$ cat src/hdl/xtea_pkg.sv
// shared types, constants and helper functions for the xtea cipher unit
// no dependencies; imported by xtea_stage and xtea_block_cipher_unit
package xtea_pkg;

    localparam int WORD_W    = 32;
    localparam int KEY_WORDS = 4;
    localparam int KEY_IDX_W = $clog2(KEY_WORDS);
    localparam int APB_ADDR_W = KEY_IDX_W + 2;

    // default number of full cipher rounds
    localparam int XTEA_ROUNDS = 32;

    localparam logic [WORD_W-1:0] XTEA_DELTA = 32'h9E3779B9;

    // action codes
    localparam logic ACT_ENCRYPT = 1'b0;
    localparam logic ACT_DECRYPT = 1'b1;

    localparam logic [KEY_WORDS-1:0][WORD_W-1:0] KEY_RESET = {
        32'h16DB7FC2,
        32'h3A170B92,
        32'h03827D0F,
        32'h6C0A5452
    };

    typedef logic [KEY_WORDS-1:0][WORD_W-1:0] xtea_key_t;

    typedef struct packed {
        logic              action;
        logic [WORD_W-1:0] first_word;
        logic [WORD_W-1:0] second_word;
    } xtea_in_t;

    typedef struct packed {
        logic [WORD_W-1:0] out_first_word;
        logic [WORD_W-1:0] out_second_word;
    } xtea_out_t;

    // block as it moves down the round pipeline
    typedef struct packed {
        logic              action;
        logic [WORD_W-1:0] y;
        logic [WORD_W-1:0] z;
    } xtea_blk_t;

    function automatic logic [WORD_W-1:0] xtea_mix(input logic [WORD_W-1:0] w);
        return ((w << 4) ^ (w >> 5)) + w;
    endfunction

    // running sum after n delta steps, mod 2^32
    function automatic logic [WORD_W-1:0] xtea_sum(input int n);
        logic [2*WORD_W-1:0] prod;
        prod = 64'(XTEA_DELTA) * 64'(n);
        return prod[WORD_W-1:0];
    endfunction

endpackage

$ cat src/hdl/xtea_stage.sv
// one half-round of the xtea cycle followed by its pipeline register
// depends on xtea_pkg (block type, mix and sum helpers)
module xtea_stage import xtea_pkg::*; #(
    parameter int ROUNDS = XTEA_ROUNDS,
    parameter int STEP   = 0
) (
    input  logic      aclk,
    input  logic      aresetn,
    input  logic      adv,
    input  logic      in_valid,
    input  xtea_blk_t in_blk,
    input  xtea_key_t key,
    output logic      out_valid,
    output xtea_blk_t out_blk
);

    localparam logic ODD = ((STEP % 2) == 1) ? 1'b1 : 1'b0;

    // sum values seen by this half-round in each direction
    localparam logic [WORD_W-1:0] ENC_SUM = xtea_sum((STEP + 1) / 2);
    localparam logic [WORD_W-1:0] DEC_SUM = xtea_sum(ROUNDS - (STEP + 1) / 2);

    localparam logic [KEY_IDX_W-1:0] ENC_KI = ODD ? ENC_SUM[12:11] : ENC_SUM[1:0];
    localparam logic [KEY_IDX_W-1:0] DEC_KI = ODD ? DEC_SUM[1:0]   : DEC_SUM[12:11];

    logic              tgt_y;
    logic [WORD_W-1:0] src_w;
    logic [WORD_W-1:0] tgt_w;
    logic [WORD_W-1:0] keyed;
    logic [WORD_W-1:0] f_w;
    logic [WORD_W-1:0] res_w;
    xtea_blk_t         blk_next;
    xtea_blk_t         blk_reg;
    logic              valid_reg;

    always_comb begin
        // encrypt updates y on even steps, decrypt updates y on odd steps
        tgt_y = (in_blk.action == ODD);
        src_w = tgt_y ? in_blk.z : in_blk.y;
        tgt_w = tgt_y ? in_blk.y : in_blk.z;
        keyed = (in_blk.action == ACT_DECRYPT) ? (DEC_SUM + key[DEC_KI])
                                               : (ENC_SUM + key[ENC_KI]);
        f_w   = xtea_mix(src_w) ^ keyed;
        res_w = (in_blk.action == ACT_DECRYPT) ? (tgt_w - f_w) : (tgt_w + f_w);

        blk_next.action = in_blk.action;
        blk_next.y      = tgt_y ? res_w : in_blk.y;
        blk_next.z      = tgt_y ? in_blk.z : res_w;
    end

    always_ff @(posedge aclk) begin
        if (!aresetn) begin
            valid_reg <= 1'b0;
        end else if (adv) begin
            valid_reg <= in_valid;
        end
    end

    always_ff @(posedge aclk) begin
        if (adv) begin
            blk_reg <= blk_next;
        end
    end

    assign out_valid = valid_reg;
    assign out_blk   = blk_reg;

endmodule

$ cat config.mk
export PLATFORM = sky130hd
export DESIGN_NAME = xtea_stage
export DESIGN_NICKNAME = d
export VERILOG_FILES = /design/src/hdl/xtea_pkg.sv /design/src/hdl/xtea_stage.sv
export SDC_FILE = /design/constraint.sdc
export NUM_CORES = 1
export LEC_CHECK = 0
export BUFFER_PORTS_ARGS = -buffer_cell sky130_fd_sc_hd__buf_2
export CAP_MARGIN = 20
export CORE_AREA = 2 2 118 206
export DETAILED_ROUTE_END_ITERATION = 7
export DIE_AREA = 0 0 120 208
export SLEW_MARGIN = 30
export SYNTH_ARGS = -nofsm -noshare
export SYNTH_HDL_FRONTEND = slang
export SYNTH_SLANG_ARGS = --single-unit
$ cat constraint.sdc
create_clock -name aclk -period 9.1 [get_ports aclk]
set_clock_uncertainty 0.05 [all_clocks]
set_input_delay 0.455 -clock aclk [delete_from_list [all_inputs] [get_ports aclk]]
set_output_delay 0.455 -clock aclk [all_outputs]
set_load 0.02 [all_outputs]
### Word level (Yosys, flattened, before mapping)

Index checks and enable logic that the tools add are counted.

| cells by class | value |
|---|---|
| $add $sub $neg | 4 |
| mux-type cells | 6 |
| bitwise logic cells | 2 |

Operators with widths:

| operator | number |
|---|---|
| $mux W32 | 6 |
| $add A32 B32 Y32 | 2 |
| $add A32 B32 Y32 const A | 1 |
| $sub A32 B32 Y32 | 1 |
| $xor A32 B27 Y32 | 1 |
| $xor A32 B32 Y32 | 1 |

| word-level totals | value |
|---|---|
| register bits after elaboration | 66 |
| input port bits | 197 |
| output and inout bits | 66 |
| word-level logic and storage cells | 16 |

### Depth between registers and ports, before layout

| logic depth | value |
|---|---|
| word-level depth | 7 |
| mapped depth | 33 |
| mapped depth without buffers | 26 |

### Least setup slack after synthesis

No wires, ideal clock.

| path | value |
|---|---|
| kind | in2reg |
| start point | input port in_blk[64] (netlist bit) |
| end point | register blk_reg (netlist bit out_blk[63]), data pin |
| library setup time | 271 ps |
| arrival | 7532 ps |
| data required time | 8779 ps |
| path slack | 1247 ps |
| stages | 32 |
| buffers on the path | 9 |
| path through | buf_4 -> buf_2 -> clkbuf_1 -> clkbuf_1 -> clkbuf_1 -> clkbuf_1 -> buf_1 -> mux2i_1 -> inv_1 -> ha_1 -> buf_2 -> and3_1 -> a221oi_2 -> a21boi_1 -> o31ai_1 -> or3_1 -> a222oi_1 -> nand4_1 -> nor2_1 -> nor2_1 -> xor2_1 -> ha_1 -> clkbuf_1 -> nand4_1 -> nor2b_1 -> nand2_1 -> a21oi_1 -> o21ai_0 -> a21bo_2 -> a21o_1 -> a2111oi_0 -> o31ai_1 |

RTL lines:

| item | RTL line | RTL |
|---|---|---|
| start: declaration | xtea_stage.sv:11 | `input xtea_blk_t in_blk,` |
| end signal: assignment | xtea_stage.sv:61 | `blk_reg <= blk_next;` |
| end: declaration | xtea_stage.sv:33 | `xtea_blk_t blk_reg;` |

==> impl_metrics.tcl <==
set metrics [dict create \
    fin_nets 1569 \
    remaining_drc_errors 0 \
    async_flop_share_pct 0 \
    holdBufCountCts 0 \
    rsz0062_at_grt "no" \
    rows 74 \
    r2r_setup_slack_ps 8450 \
    peakVddDrop_mv 0.1054 \
    layout_commonest_cell "buf_2" \
    antenna_left 0 \
    die_area_um2 24960 \
    ys_seq_area_share_pct 21.38 \
    grt_usage_pct 21.14 \
    syn_area_um2 9225 \
    period_share_pct 84.96 \
    synth_mux_area_share_pct 6.809 \
    required_ps 9120 \
    wire_per_inst_um 16.67 \
    worstSetupEndpointType "flop" \
    total_power_mw 2.628 \
    synth-simple-area-share_pct 20.55 \
    dp_hpwl_mm 22.17 \
    fmax_ghz 0.1293 \
    final_cell_mix "buf_2 (197), nand2_1 (138), xnor2_1 (89)" \
    area_growth_pct 16.95 \
    startpoint_type "input pin" \
    grt_remaining_overflow 0 \
    worst_slew_pin_slew_ps 836.3 \
    relSlewSlack_pct 44.25 \
    clkSinkCount 66 \
    syn_inst 1138 \
    grt_pass1_wl_mm 42.53 \
    crit_arrival_ps 7750 \
    fin_ws_ps 1368 \
    drive_gt1_share_pct 21.76 \
    pin_count 263 \
    grt_pass1_vias 8453 \
    crit_path_start "in_blk[64]" \
    gp_congestion 0.8903 \
    synthAdderAreaFrac_pct 9.358 \
    setup_viol 0 \
    cellLeakagePower_nw 4.729 \
    fp.dieH_um 208 \
    vias 8834 \
    yosys_warnings 0 \
    power.density_nw_per_um2 243.6 \
    synth_compound_area_share_pct 25.53 \
    drt_iter0_drc 548 \
    cp_max_fo 75 \
    worstHoldPathType "input pin to flop" \
    synth_xor_area_share_pct 12.83 \
    clk_latency_ps 330 \
    hold_slack_ps 307.8 \
    cts.path.max_buffers 2 \
    die_w_um 120 \
    crit_path_end "out_blk[63]" \
    setup_tns_ps 0 \
    r2r_cells 2 \
    synth_edf_count 65 \
    num-fill-cells 2351 \
    slew_viol_final 0 \
    cts-resized-gates 0 \
    drt-vias-per-instance 5.463 \
    r2r-start "out_valid" \
    crit_type "input pin to flop" \
    min_period_ps 7732 \
    ys_top_cells_by_area "edfxtp_1 (21%), ha_1 (8.8%), xnor2_1 (8.4%)" \
    synth_top_family_by_area "compound AO/OA/AOI/OAI gates" \
    htree_levels 3 \
    antenna_found_initial 3 \
    yosysTopAreaCell "edfxtp_1" \
    post-place-ws_ps 1065 \
    outcome "finished, final reports clean" \
    io_buffers 198 \
    synth_top_area_share_pct 21.16 \
    synth.avg_cell_area_um2 8.106 \
    synth_cell_types 80 \
    ys_seq_elements 66 \
    grt_max_degree 76 \
    start_util_pct 39.70 \
    final_core_util_pct 46.43 \
    numCtsBuffers 9 \
    synthFlopType "edfxtp_1" \
    core_um2 23240 \
    cts_setup_buffers 0 \
    route.final.wire_length_mm 26.96 \
    syn-num-nets 1402 \
    path_clk_slew_ps 60 \
    cts_tree "built" \
    cts_root_buf "clkbuf_16" \
    first_pass_iters 4 \
    drv.max_cap_violation_count 0 \
    r2r-end "out_valid" \
    final_hold_viol_count 0 \
]
-- worst max-delay path: stages --
cell,delay (ps)
buf_6,410
inv_2,280
nand2_1,140
nand2_1,140
ha_1,250
fa_1,420
a211oi_1,490
nor3_1,210
and4b_1,340
o31ai_1,110
or3_1,390
a222oi_1,690
nand4_1,430
o21a_1,300
xor2_1,140
ha_1,370
nand2_1,110
nand2_1,60
a21o_1,180
a21oi_1,150
o21ai_0,230
o21ai_0,470
nand3b_1,160
a21o_1,210
a2111oi_0,420
o31ai_1,160
-- per-stage QoR --
| step | area, um^2 | std cells |
|---|---|---|
| floorplan | 9225 | 1138 |
| global placement | 10460 | 1598 |
| detailed placement | 10460 | 1598 |
| CTS | 10780 | 1614 |
| global route | 10790 | 1617 |
| finish | 10790 | 1617 |
-- per-layer routing --
metal / track usage, % / routed length, um
met1: 25.85 / 11640
met2: 38.22 / 13700
met3: 1.645 / 947
met4: 7.586 / 668
met5: 0 / 0
-- how the worst min path moves through the flow --
stage / slack [ps] / to / cells past startpoint / startpoint
3_5_place_dp: 480 / out_valid / 2 / out_valid
6_report: 310 / out_valid / 2 / aresetn
2_1_floorplan: 500 / out_blk[64] / 0 / in_blk[64]
3_3_place_gp: 440 / out_valid / 2 / out_valid
4_1_cts: 300 / out_valid / 2 / aresetn
5_1_grt: 330 / out_valid / 2 / aresetn
-- cells in the mapped netlist, types with 7 or more instances --
library cell	number
a211oi_1	15
a21o_1	49
a21oi_1	86
a31oi_1	12
and2_1	13
and3_1	9
buf_1	14
clkbuf_1	30
edfxtp_1	65
ha_1	65
inv_1	36
mux2_2	38
mux2i_1	20
nand2_1	138
nand2b_1	13
nand3_1	28
nand3b_1	7
nand4_1	14
nor2_1	69
nor2b_1	26
nor3_1	20
nor3b_1	8
nor4_1	8
o21a_1	19
o21ai_0	58
o21bai_1	9
o31ai_1	12
or3_1	11
xnor2_1	89
xor2_1	41
-- report_power, final --
group	internal [mW]	leakage [nW]	switching (mW)
Clock	0.239	0.153	0.131
Sequential	0.476	0.643	0.0219
Combinational	0.722	3.93	1.04
Total	1.44	4.73	1.19
-- layout make-up --
type	count	area, um^2	share of cell area [%]
tap	304	380.4	3.525
clock inverter	7	93.84	0.8698
clock buffer	9	225.2	2.087
sequential	66	1972	18.28
multi-input combinational	987	6925	64.19
inverter	36	135.1	1.252
antenna	3	7.507	0.06958
timing repair buffer	205	1050	9.730
-- state kept, by name (all words and copies together) (netlist names) --
register and count:
out_blk 65, out_valid 1
-- kinds of logic after synthesis --
logic type / count (synthesis)
AND/OR/NAND/NOR: 386
AO/OA/AOI/OAI: 343
XOR/XNOR: 132
buffers and inverters: 85
adder cells (fa/ha/maj): 68
flip-flops: 66
multiplexers: 58
Power figures use the tool's default switching activity.
